===== config.mk =====
export PLATFORM = sky130hd
export DESIGN_NAME = multiplexed_software_timers_unit
export DESIGN_NICKNAME = d
export VERILOG_FILES = /design/src/design/mst_pkg.sv /design/src/design/multiplexed_software_timers_unit.sv
export SDC_FILE = /design/constraint.sdc
export NUM_CORES = 2
export LEC_CHECK = 0
export BUFFER_PORTS_ARGS = -buffer_cell sky130_fd_sc_hd__buf_2
export CAP_MARGIN = 20
export CELL_PAD_IN_SITES_DETAIL_PLACEMENT = 1
export CELL_PAD_IN_SITES_GLOBAL_PLACEMENT = 2
export CORE_ASPECT_RATIO = 0.5
export CORE_MARGIN = 5
export CORE_UTILIZATION = 30
export DETAILED_ROUTE_END_ITERATION = 10
export PLACE_DENSITY_LB_ADDON = 0.1
export SLEW_MARGIN = 0
export SYNTH_ARGS = -nofsm -noshare
export SYNTH_HDL_FRONTEND = slang
export SYNTH_SLANG_ARGS = --single-unit

===== constraint.sdc =====
create_clock -name clk -period 20.5 [get_ports clk]
set_input_delay 2.05 -clock clk [delete_from_list [all_inputs] [get_ports clk]]
set_output_delay 2.05 -clock clk [all_outputs]
set_load 0.01 [all_outputs]

===== src/design/mst_pkg.sv =====
// Shared types and codes for the multiplexed software timer unit.
// No dependencies; imported by multiplexed_software_timers_unit.
package mst_pkg;

  // field widths fixed by the interface
  localparam int OP_W   = 2;
  localparam int DUR_W  = 32;
  localparam int TAG_W  = 8;
  localparam int IDX_W  = 4;
  localparam int KIND_W = 3;

  typedef logic [OP_W-1:0]   op_t;
  typedef logic [KIND_W-1:0] kind_t;

  // operation codes
  localparam op_t OP_DECLARE = 2'd0;
  localparam op_t OP_CANCEL  = 2'd1;
  localparam op_t OP_TICK    = 2'd2;

  // result kinds
  localparam kind_t KIND_DECLARED  = 3'd0;
  localparam kind_t KIND_FULL      = 3'd1;
  localparam kind_t KIND_CANCELLED = 3'd2;
  localparam kind_t KIND_UNUSED    = 3'd3;
  localparam kind_t KIND_EXPIRED   = 3'd4;

  // one result item without its last flag
  typedef struct packed {
    kind_t              kind;
    logic [IDX_W-1:0]   slot;
    logic [TAG_W-1:0]   tag;
  } result_t;

endpackage


===== src/design/multiplexed_software_timers_unit.sv =====
// Multiplexed one-shot software timers on one shared countdown.
// Depends on mst_pkg (codes and result type).
//
// One item is worked at a time. A declare or a cancel that needs no rescan
// passes through three steps from transfer to the final result (accept,
// decide, hand over). An expiry, a cancel of the nearest timer or a declare
// shorter than the nearest timer rescans the slot memory, one slot per
// cycle over its single read port. While the result side stalls, a rescan
// holds at the next expired slot. A tick that expires nothing gives no result.
// Results of one item are buffered one deep so that the final one can carry
// the last flag; the next item is taken while the last result still waits.
module multiplexed_software_timers_unit #(
  parameter int SLOT_COUNT = 16,
  parameter int TIME_BITS  = 32
) (
  input  logic                         clk,
  input  logic                         rst_n,
  // input channel
  input  logic                         in_valid,
  output logic                         in_stall,
  input  logic [mst_pkg::OP_W-1:0]     in_operation,
  input  logic [mst_pkg::DUR_W-1:0]    in_duration,
  input  logic [mst_pkg::TAG_W-1:0]    in_event_tag,
  input  logic [mst_pkg::IDX_W-1:0]    in_slot_index,
  // result channel
  output logic                         out_valid,
  input  logic                         out_stall,
  output logic [mst_pkg::KIND_W-1:0]   out_kind,
  output logic [mst_pkg::IDX_W-1:0]    out_slot,
  output logic [mst_pkg::TAG_W-1:0]    out_tag,
  output logic                         out_last
);
  import mst_pkg::*;

  localparam int SLOT_W = (SLOT_COUNT > 1) ? $clog2(SLOT_COUNT) : 1;
  localparam int WIDE_W = (TIME_BITS > DUR_W) ? TIME_BITS : DUR_W;
  localparam logic [TIME_BITS-1:0] TIME_MAX  = {TIME_BITS{1'b1}};
  localparam logic [SLOT_W-1:0]    LAST_SLOT = SLOT_W'(SLOT_COUNT - 1);

  typedef enum logic [1:0] {S_IDLE, S_OP, S_WALK, S_FINISH} state_t;

  state_t                  state_r;

  // latched input item
  op_t                     op_r;
  logic [DUR_W-1:0]        dur_r;
  logic [TAG_W-1:0]        tag_in_r;
  logic [IDX_W-1:0]        idx_r;

  // timer state
  logic [SLOT_COUNT-1:0]   busy_r;
  logic [SLOT_W-1:0]       nearest_slot_r;
  logic                    nearest_valid_r;
  logic [TIME_BITS-1:0]    nearest_rem_r;
  logic [TIME_BITS-1:0]    elapsed_r;

  // slot memories and their registered read data
  logic [TIME_BITS-1:0]    rem_mem_r [SLOT_COUNT];
  logic [TAG_W-1:0]        tag_mem_r [SLOT_COUNT];
  logic [TIME_BITS-1:0]    rd_rem_r;
  logic [TAG_W-1:0]        rd_tag_r;

  // rescan bookkeeping
  logic [SLOT_W-1:0]       walk_r;
  logic                    found_r;
  logic [SLOT_W-1:0]       best_r;
  logic [TIME_BITS-1:0]    best_val_r;
  logic                    adv_r;
  logic                    decl_ok_r;
  logic                    decl_short_r;
  logic [SLOT_W-1:0]       decl_slot_r;

  // one-deep result hold and output register
  logic                    hold_v_r;
  result_t                 hold_r;
  logic                    out_valid_r;
  result_t                 out_res_r;
  logic                    out_last_r;
  logic                    out_load;

  // memory port controls
  logic [SLOT_W-1:0]       rd_addr;
  logic                    rem_we;
  logic [SLOT_W-1:0]       rem_waddr;
  logic [TIME_BITS-1:0]    rem_wdata;
  logic                    tag_we;

  // decode of the latched item
  logic                    out_free;
  logic                    free_found;
  logic [SLOT_W-1:0]       free_idx;
  logic [TIME_BITS-1:0]    dur_sat;
  logic [TIME_BITS-1:0]    left;
  logic [TIME_BITS:0]      sum_wide;
  logic [TIME_BITS-1:0]    sum_sat;
  logic [TIME_BITS-1:0]    tick_el;
  logic                    idx_in_range;
  logic [SLOT_W-1:0]       idx_ext;
  logic                    d_ok;
  logic                    d_fresh;
  logic                    d_short;
  logic                    d_long;
  logic                    c_hit;
  logic                    c_near;
  logic                    t_adv;

  // rescan step
  logic                    w_busy;
  logic                    w_live;
  logic [TIME_BITS-1:0]    w_new;
  logic                    w_better;
  logic                    w_expire;
  logic                    w_hold_stall;
  logic                    w_last;
  logic                    finish_go;

  assign in_stall  = (state_r != S_IDLE);
  assign out_valid = out_valid_r;
  assign out_kind  = out_res_r.kind;
  assign out_slot  = out_res_r.slot;
  assign out_tag   = out_res_r.tag;
  assign out_last  = out_last_r;

  // output register can take a transfer this cycle
  assign out_free = !out_valid_r || !out_stall;

  // lowest free slot
  always_comb begin
    free_found = 1'b0;
    free_idx   = '0;
    for (int i = SLOT_COUNT - 1; i >= 0; i--) begin
      if (!busy_r[i]) begin
        free_found = 1'b1;
        free_idx   = SLOT_W'(i);
      end
    end
  end

  // time arithmetic for declare and tick
  always_comb begin
    dur_sat  = (WIDE_W'(dur_r) > WIDE_W'(TIME_MAX)) ? TIME_MAX : TIME_BITS'(dur_r);
    left     = (nearest_rem_r > elapsed_r) ? (nearest_rem_r - elapsed_r) : '0;
    sum_wide = {1'b0, dur_sat} + {1'b0, elapsed_r};
    sum_sat  = sum_wide[TIME_BITS] ? TIME_MAX : sum_wide[TIME_BITS-1:0];
    tick_el  = (elapsed_r == TIME_MAX) ? elapsed_r : (elapsed_r + TIME_BITS'(1));
  end

  // operation decode
  assign idx_in_range = (32'(idx_r) < SLOT_COUNT);
  assign idx_ext      = SLOT_W'(idx_r);
  assign d_ok    = (op_r == OP_DECLARE) && free_found;
  assign d_fresh = d_ok && !nearest_valid_r;
  assign d_short = d_ok && nearest_valid_r && (dur_sat < left);
  assign d_long  = d_ok && nearest_valid_r && !(dur_sat < left);
  assign c_hit   = (op_r == OP_CANCEL) && idx_in_range && busy_r[idx_ext];
  assign c_near  = c_hit && nearest_valid_r && (nearest_slot_r == idx_ext);
  assign t_adv   = (op_r == OP_TICK) && nearest_valid_r && (tick_el >= nearest_rem_r);

  // one rescan step on the slot whose data is in the read register
  always_comb begin
    w_busy       = busy_r[walk_r];
    w_live       = (elapsed_r < rd_rem_r);
    w_new        = rd_rem_r - elapsed_r;
    w_better     = !found_r || (w_new < best_val_r);
    w_expire     = w_busy && !w_live;
    w_hold_stall = w_expire && hold_v_r && !out_free;
    w_last       = (walk_r == LAST_SLOT);
  end

  assign finish_go = !hold_v_r || out_free;

  // held result moves into the output register this cycle
  assign out_load = hold_v_r &&
                    (((state_r == S_WALK) && w_expire && !w_hold_stall) ||
                     ((state_r == S_FINISH) && finish_go));

  // read address: first slot when a rescan starts, then the next one
  always_comb begin
    rd_addr = walk_r;
    if (state_r == S_OP) begin
      rd_addr = '0;
    end else if (state_r == S_WALK && !w_hold_stall && !w_last) begin
      rd_addr = walk_r + SLOT_W'(1);
    end
  end

  // remaining-time write port
  always_comb begin
    rem_we    = 1'b0;
    rem_waddr = free_idx;
    rem_wdata = dur_sat;
    tag_we    = 1'b0;
    unique case (state_r)
      S_OP: begin
        tag_we = d_ok;
        if (d_fresh) begin
          rem_we = 1'b1;
        end else if (d_long) begin
          rem_we    = 1'b1;
          rem_wdata = sum_sat;
        end
      end
      S_WALK: begin
        rem_we    = w_busy && w_live;
        rem_waddr = walk_r;
        rem_wdata = w_new;
      end
      S_FINISH: begin
        rem_we    = finish_go && decl_short_r;
        rem_waddr = decl_slot_r;
      end
      default: begin
        rem_we = 1'b0;
      end
    endcase
  end

  // slot memories, registered read
  always_ff @(posedge clk) begin
    if (rem_we) begin
      rem_mem_r[rem_waddr] <= rem_wdata;
    end
    if (tag_we) begin
      tag_mem_r[free_idx] <= tag_in_r;
    end
    rd_rem_r <= rem_mem_r[rd_addr];
    rd_tag_r <= tag_mem_r[rd_addr];
  end

  // sequencer, timer state and result path
  always_ff @(posedge clk) begin
    if (!rst_n) begin
      state_r         <= S_IDLE;
      busy_r          <= '0;
      nearest_slot_r  <= '0;
      nearest_valid_r <= 1'b0;
      nearest_rem_r   <= '0;
      elapsed_r       <= '0;
      hold_v_r        <= 1'b0;
      out_valid_r     <= 1'b0;
      adv_r           <= 1'b0;
      decl_ok_r       <= 1'b0;
      decl_short_r    <= 1'b0;
      found_r         <= 1'b0;
      walk_r          <= '0;
    end else begin
      // output register drains on a transfer unless refilled
      if (out_valid_r && !out_stall && !out_load) begin
        out_valid_r <= 1'b0;
      end

      unique case (state_r)
        S_IDLE: begin
          if (in_valid) begin
            op_r     <= in_operation;
            dur_r    <= in_duration;
            tag_in_r <= in_event_tag;
            idx_r    <= in_slot_index;
            state_r  <= S_OP;
          end
        end

        S_OP: begin
          adv_r        <= d_short || c_near || t_adv;
          decl_ok_r    <= d_ok;
          decl_short_r <= d_short;
          decl_slot_r  <= free_idx;
          found_r      <= 1'b0;
          best_r       <= '0;
          best_val_r   <= '0;
          walk_r       <= '0;
          unique case (op_r)
            OP_DECLARE: begin
              hold_v_r <= 1'b1;
              if (!free_found) begin
                hold_r  <= '{kind: KIND_FULL, slot: '0, tag: '0};
                state_r <= S_FINISH;
              end else begin
                hold_r <= '{kind: KIND_DECLARED, slot: IDX_W'(free_idx), tag: '0};
                if (d_fresh) begin
                  elapsed_r       <= '0;
                  nearest_slot_r  <= free_idx;
                  nearest_valid_r <= 1'b1;
                  nearest_rem_r   <= dur_sat;
                end
                if (d_short) begin
                  state_r <= S_WALK;
                end else begin
                  state_r <= S_FINISH;
                end
              end
            end
            OP_CANCEL: begin
              hold_v_r <= 1'b1;
              if (!c_hit) begin
                hold_r  <= '{kind: KIND_UNUSED, slot: idx_r, tag: '0};
                state_r <= S_FINISH;
              end else begin
                busy_r[idx_ext] <= 1'b0;
                hold_r <= '{kind: KIND_CANCELLED, slot: idx_r, tag: '0};
                if (c_near) begin
                  state_r <= S_WALK;
                end else begin
                  state_r <= S_FINISH;
                end
              end
            end
            OP_TICK: begin
              if (nearest_valid_r) begin
                elapsed_r <= tick_el;
              end
              if (t_adv) begin
                state_r <= S_WALK;
              end else begin
                state_r <= S_IDLE;
              end
            end
            default: begin
              state_r <= S_IDLE;
            end
          endcase
        end

        S_WALK: begin
          if (!w_hold_stall) begin
            if (w_busy) begin
              if (w_live) begin
                // track the new nearest timer, lowest slot wins a tie
                if (w_better) begin
                  found_r    <= 1'b1;
                  best_r     <= walk_r;
                  best_val_r <= w_new;
                end
              end else begin
                // expired: free the slot, pass the held result on
                busy_r[walk_r] <= 1'b0;
                if (hold_v_r) begin
                  out_valid_r <= 1'b1;
                  out_res_r   <= hold_r;
                  out_last_r  <= 1'b0;
                end
                hold_v_r <= 1'b1;
                hold_r   <= '{kind: KIND_EXPIRED, slot: IDX_W'(walk_r), tag: rd_tag_r};
              end
            end
            if (w_last) begin
              state_r <= S_FINISH;
            end else begin
              walk_r <= walk_r + SLOT_W'(1);
            end
          end
        end

        S_FINISH: begin
          if (finish_go) begin
            if (hold_v_r) begin
              out_valid_r <= 1'b1;
              out_res_r   <= hold_r;
              out_last_r  <= 1'b1;
            end
            hold_v_r <= 1'b0;
            if (decl_ok_r) begin
              busy_r[decl_slot_r] <= 1'b1;
            end
            // a shorter declare becomes the nearest timer, otherwise the
            // countdown restarts on the rescan's nearest slot
            if (decl_short_r) begin
              nearest_slot_r  <= decl_slot_r;
              nearest_valid_r <= 1'b1;
              nearest_rem_r   <= dur_sat;
              elapsed_r       <= '0;
            end else if (adv_r) begin
              nearest_valid_r <= found_r;
              nearest_slot_r  <= found_r ? best_r : '0;
              nearest_rem_r   <= best_val_r;
              elapsed_r       <= '0;
            end
            state_r <= S_IDLE;
          end
        end

        default: begin
          state_r <= S_IDLE;
        end
      endcase
    end
  end

  // between items the nearest timer is a running slot
  a_nearest_busy: assert property (@(posedge clk) disable iff (!rst_n)
    (state_r == S_IDLE && nearest_valid_r) |-> busy_r[nearest_slot_r])
    else $error("nearest slot is not busy");

  // the countdown never runs past the nearest timer between items
  a_elapsed_bound: assert property (@(posedge clk) disable iff (!rst_n)
    (state_r == S_IDLE && nearest_valid_r) |-> (elapsed_r <= nearest_rem_r))
    else $error("elapsed time beyond nearest timer");

  // no countdown runs while no timer is running
  a_elapsed_idle: assert property (@(posedge clk) disable iff (!rst_n)
    (state_r == S_IDLE && !nearest_valid_r) |-> (elapsed_r == '0))
    else $error("elapsed time without a running timer");

  // the result hold is empty whenever a new item may be taken
  a_hold_empty: assert property (@(posedge clk) disable iff (!rst_n)
    (state_r == S_IDLE) |-> !hold_v_r)
    else $error("result left in hold after item end");

endmodule

# Word level (Yosys, flattened, before mapping)
# Memory sizes are Yosys's and may differ from the RTL's. A register that Yosys moved wholly into a read port is not among the register bits.
# Cells that the tools add are included.
# Widths: inputs -> output; s select.
totals:
  reg_bits: 214
  ramBits: 640
  input_bits: 50
  output_inout_bits: 18
  wordCells: 307
  n_memories: 2
mem_list:
  columns: ["memory", "words", "word_bits", "rd", "rd_ports_with_merged_regs", "wr", "line", "rtl"]
  rows:
  - ["rem_mem_r", 16, 32, 1, 1, 1, "multiplexed_software_timers_unit.sv:58", "logic [TIME_BITS-1:0] rem_mem_r [SLOT_COUNT];"]
  - ["tag_mem_r", 16, 8, 1, 1, 1, "multiplexed_software_timers_unit.sv:59", "logic [TAG_W-1:0] tag_mem_r [SLOT_COUNT];"]
classes:
  addsub: 5
  n_lt_le_gt_ge: 12
  n_eq_ne: 32
  mux: 160
  bitwise_logic: 5
  n_reduce_logical: 64
ops:
  columns: ["cell", "count"]
  rows:
  - ["$mux 32", 22]
  - ["$pmux 32 s2", 5]
  - ["$mux 4", 31]
  - ["$mux 15", 8]
  - ["$mux 16", 7]
  - ["$lt 32x32->1", 3]
  - ["$pmux 15 s2", 3]
  - ["$sub 32x32->32", 2]
  - ["$mux 1", 59]
  - ["$pmux 16 s3", 1]
  - ["$ne 2x2->1 const B", 18]
  - ["$add 32x32->33", 1]
  - ["$add 32x1->32 const B", 1]
  - ["$and 16x16->16", 2]
  - ["$eq 32x32->1 const B", 1]
  - ["$ge 32x32->1", 1]
  - ["$gt 32x32->1", 1]
  - ["$gt 32x32->1 const B", 1]
  - ["$not 16->16", 2]
  - ["$pmux 4 s2", 4]
  - ["$reduce_and 6->1", 5]
  - ["$logic_and 1x1->1", 26]
  - ["$mux 13", 2]
  - ["$ne 3x3->1 const B", 6]
  - ["27 further kinds", 66]

# Depth between registers and ports, before layout
depth:
  depth_word: 24
  mapped_depth: 29
  ltp_nobuf: 29

# Least setup slack after synthesis
# OpenSTA, ideal clock, no wires.
synth_timing:
  path_kind: "reg2reg"
  from: "register elapsed_r[12]"
  to: "register best_r[0] (enable)"
  setup_ns: 0.474
  t_arrival_ns: 6.385
  t_required_ns: 20.026
  setup_slack_ns: 13.641
  path_stages_with_launch: 22
  n_path_buf: 0
  synth_period_minus_slack_ns: 6.859
  path_cell_list: "dfxtp_1 > inv_1 > ha_1 > a21o_1 > a31o_2 > a31o_1 > a221o_1 > and2_1 > a311oi_1 > o21ai_0 > xor2_1 > ha_1 > a21o_1 > a21oi_1 > nor2b_1 > o21ai_0 > nand2b_1 > a21oi_1 > nor2b_1 > o21ai_0 > a31oi_1 > nor3_1"
synth_between:
  elab_cells_between_ends: 12
  cone_classes: "1 x add/sub; 2 x order compare; 3 x eq/ne; 6 x reduce/logical"
synth_rtl:
  columns: ["element", "line", "rtl"]
  rows:
  - ["start, declared", "multiplexed_software_timers_unit.sv:55", "logic [TIME_BITS-1:0] elapsed_r;"]
  - ["start signal, assigned", "multiplexed_software_timers_unit.sv:310", "elapsed_r <= tick_el;"]
  - ["$sub 32x32->32", "multiplexed_software_timers_unit.sv:163", "w_new = rd_rem_r - elapsed_r;"]
  - ["net w_new[26]", "multiplexed_software_timers_unit.sv:110", "logic [TIME_BITS-1:0] w_new;"]
  - ["$lt 32x32->1", "multiplexed_software_timers_unit.sv:164", "w_better = !found_r || (w_new < best_val_r);"]
  - ["$logic_or 1x1->1", "multiplexed_software_timers_unit.sv:164", null]
  - ["$ne 2x2->1 (no line)", null, null]
  - ["$reduce_and 6->1 (no line)", null, null]
  - ["end signal, assigned", "multiplexed_software_timers_unit.sv:331", "best_r <= walk_r;"]
  - ["end, declared", "multiplexed_software_timers_unit.sv:66", "logic [SLOT_W-1:0] best_r;"]
# The timed path passes the listed nets, and every way through them passes these cells.
# A chain may end at the register's enable or synchronous reset.

# Final worst setup path
layout_timing:
  from: "register elapsed_r[0]"
  to: "memory rem_mem_r[12][29] (data pin)"
layout_between:
  elab_chain_cells: 8
  elab_cells_between_ends: 12
  cone_classes: "3 x add/sub; 2 x order compare; 5 x mux; 2 x reduce/logical"
layout_lines:
  columns: ["element", "line", "rtl"]
  rows:
  - ["$sub 32x32->32 or $gt 32x32->1 (tied branches)", "multiplexed_software_timers_unit.sv:142", "left = (nearest_rem_r > elapsed_r) ? (nearest_rem_r - elapsed_r) : '0;"]
  - ["$mux 32", "multiplexed_software_timers_unit.sv:142", null]
  - ["$lt 32x32->1", "multiplexed_software_timers_unit.sv:154", "assign d_long = d_ok && nearest_valid_r && !(dur_sat < left);"]
  - ["$logic_not 1->1", "multiplexed_software_timers_unit.sv:154", null]
  - ["$logic_and 1x1->1", "multiplexed_software_timers_unit.sv:154", null]
  - ["$mux 32", "multiplexed_software_timers_unit.sv:198", "end else if (d_long) begin"]
  - ["$mux 32", "multiplexed_software_timers_unit.sv:196", "if (d_fresh) begin"]
  - ["$pmux 32 s2 *", "multiplexed_software_timers_unit.sv:193", "unique case (state_r)"]
  - ["net rem_wdata[29]", "multiplexed_software_timers_unit.sv:85", "logic [TIME_BITS-1:0] rem_wdata;"]
  - ["end, declared", "multiplexed_software_timers_unit.sv:58", null]
# The timed path passes the listed nets; every way through them passes the cells marked *.

==> reports/summary.txt <==
Status = finished clean
Metal3 WL = 7.84 mm
DRC viols = 0
Max Freq = 0.120 GHz
CP Buf/Inv Count = 4
Synth async-reset ratio = 0%
Post-Synthesis Cells = 3215
Slew headroom = 17.5%
CP max stage cell = o22a_1
Period utilization = 40.7%
# IOs = 68
Number of hold buffers added after cts = 0
Count of input and output buffers = 67
Initial antenna violation count = 10
Post-CTS Setup Bufs = 0
CTS sink count = 894
Die height = 277 µm
NetSw = 1200 µW
Arr. time, crit path = 8.60 ns
Data required, critical path = 20.76 ns
Area grow syn2layout = 13.8%
Routability cong. = 0.840
Post-layout minimum cycle time = 8.34 ns
Die width = 544 µm
Seq cells post-synth = 894
RSZ-0062 raised after global routing = false
Total wire length = 149 mm
Critical path's top delay family = compound AO/OA/AOI/OAI gates
Maximum vdd drop = 0.0529 mV
Commonest cells after routing, fill and taps aside = 757 x edfxtp_1, 262 x nand2_1, 198 x ha_1
M1 wire length = 78.0 mm
Setup violations, final = 0
Skew final = 0.0623 ns
Vias = 28030
Core region area = 141000 µm²
CP Class = reg2reg
Clk slew on worst S/H paths = 0.07 ns
Clock power share = 38.7%
Met2 WL = 61.2 mm
Commonest non-fill, non-tap cell in the layout = edfxtp_1
Sequential share of the synthesized area = 59.6%
Vias in the first global route = 28776
Tot Pwr = 4390 µW
Layout cells sized above 1 = 14.7%
Final nets = 3563
Initial Utilization = 30.4%
Worst Tran Pin Value = 1.23 ns
Comb power frac = 14.2%
Post-route ant nets = 0
Internal = 3190 µW
EDFF count, synth = 757
Worst skew pair latency = 0.70 ns
Post-synth cell types = 72
Crit path top cell by count = a21oi_1
DIE AREA = 151000 µm²
Slew Limit Fails = 0
CTS Buffer Depth = 3
Num CTS Buffers = 87
P_leak = 0.0173 µW
Post-synthesis cell area = 42700 µm²
TritonCTS clock tree = done
Highest Signal Layer = met4
1st-iter DRT viols = 2386
Setup_tns = 0 ns
CP Capture Type = flop
Core Util, Final = 34.6%
Post-DP HPWL = 101 mm
Syn avg cell area = 13.3 µm²
TritonRoute pass-1 iters = 5
Maximum capacitance violations = 0
Cell area power density = 90.2 nW/µm²
Largest net degree at the start of global routing = 135
Prevailing post-synth register cell = edfxtp_1
Syn Nets = 3467
Post-cts resize count = 0
Yosys warnings = 0
H-tree level count = 3
GR Util All Layers = 19.4%
DR vias/cell = 5.32
CTS root buf = clkbuf_16
GRT overflow = 0
Hold Vio Cnt, Final = 0
Routed length per instance = 28.3 µm
Worst Setup Start Kind = flop
Critical Path Fanout Max = 28
Worst hold-check path type = reg2reg
Net Sw Frac = 27.4%
First-pass GRT wire length = 212 mm
Max stage delay on crit path = 0.57 ns
Cell row count = 97
Power share of the sequential group = 47.1%
==> worst reg2reg max path: cells and delay by family (launching register included) <==
family / cells / cell delay, ns
AO/OA/AOI/OAI: 14 / 3.42
AND/OR/NAND/NOR: 8 / 2.02
adder cells (fa/ha/maj): 3 / 0.96
buffers and inverters: 4 / 0.81
flip-flops: 1 / 0.56
XOR/XNOR: 1 / 0.14
==> synthesized netlist by cell type (all sizes together) (4+ instances only) <==
cell type	instances	area share, %
nand3b	9	0.16
clkbuf	116	1.0
o311ai	4	0.082
a211oi	12	0.21
o21ai	137	1.6
ha	199	5.8
a21boi	26	0.46
xnor2	89	1.8
a221oi	7	0.14
xor2	23	0.47
o31ai	7	0.12
nand2	263	2.3
nand2b	32	0.47
nor4	8	0.12
a221o	7	0.16
a211o	5	0.10
and3	18	0.26
inv	165	1.4
a21oi	207	2.4
o21bai	15	0.26
o21a	26	0.46
a22oi	100	1.8
and4	5	0.10
o22a	5	0.10
nor3	48	0.56
mux2i	6	0.14
edfxtp	757	53
buf	27	0.47
dfxtp	137	6.4
nor2b	45	0.66
o211ai	39	0.68
nand4	44	0.64
a21o	73	1.3
nand3	57	0.67
or3	12	0.18
and2	33	0.48
or2	10	0.15
nor3b	7	0.12
mux4	168	8.9
o211a	36	0.84
or4	5	0.088
a31oi	28	0.41
nor2	160	1.4
==> cell families (layout without fill, tap and decap cells) <==
group	after synthesis	count (layout)	synth area share, %
AO/OA/AOI/OAI	767	767	11.8
XOR/XNOR	112	112	2.29
adder cells (fa/ha/maj)	202	202	5.96
buffers and inverters	309	477	2.95
flip-flops	894	894	59.6
multiplexers	174	174	8.99
other	0	6	0
AND/OR/NAND/NOR	757	757	8.39
==> final timing paths <==
kind                      from                end  slack [ns]  cells past startpoint
setup / recovery  elapsed_r[0]  rem_mem_r[12][29]       12.16                     30
hold / removal       hold_r[1]         out_tag[1]        0.41                      0
setup reg to reg  elapsed_r[0]  rem_mem_r[12][29]       12.16                     30
hold reg to reg      hold_r[1]         out_tag[1]        0.41                      0
==> area by class of cell <==
| type | instances | area, µm² |
|---|---|---|
| clock buffers | 104 | 2280 |
| well taps | 1881 | 2350 |
| repair buffers | 150 | 1010 |
| multi-input cells | 2012 | 16200 |
| flip-flops and latches | 894 | 25500 |
| inverters | 166 | 623 |
| fillers | 14812 | 92100 |
| clock inverters | 57 | 652 |
| diodes | 6 | 15.0 |
==> power groups by stage <==
stage / sequential (µW) / combinational, µW / clock [µW]
6_report: 2070 / 625 / 1700
4_1_cts: 2070 / 630 / 1760
2_1_floorplan: 2090 / 409 / 0
3_5_place_dp: 2110 / 627 / 0
5_1_grt: 2070 / 695 / 1830
3_3_place_gp: 2110 / 615 / 0
==> registers in the layout (all words and copies together) (netlist names), 8 cells and up, named ones only <==
signal and flops:
best_val_r 32, busy_r 16, dur_r 32, elapsed_r 32
hold_r 15, nearest_rem_r 32, out_tag 8, rd_rem_r 32
rd_tag_r 8, rem_mem_r 512, tag_in_r 8, tag_mem_r 128
==> per-layer routing <==
| layer | up-vias | global-route usage, % |
|---|---|---|
| met2 | 614 | 27.7 |
| met5 | - | 0 |
| met3 | 136 | 3.02 |
| met1 | 14736 | 31.2 |
| li1 | 12544 | - |
| met4 | 0 | 2.99 |
==> stage by stage <==
stage / instance area (µm²) / hold slack [ns] / instances / setup slack (ns)
floorplan: 42700 / 0.400 / 3215 / 13.64
global placement: 45500 / 0.402 / 5082 / 11.75
detailed placement: 45600 / 0.406 / 5094 / 11.72
CTS: 48600 / 0.409 / 5255 / 11.73
global route: 48600 / 0.420 / 5265 / 11.58
finish: 48700 / 0.405 / 5270 / 12.16
Note: power is estimated with default switching activity, not from simulation.
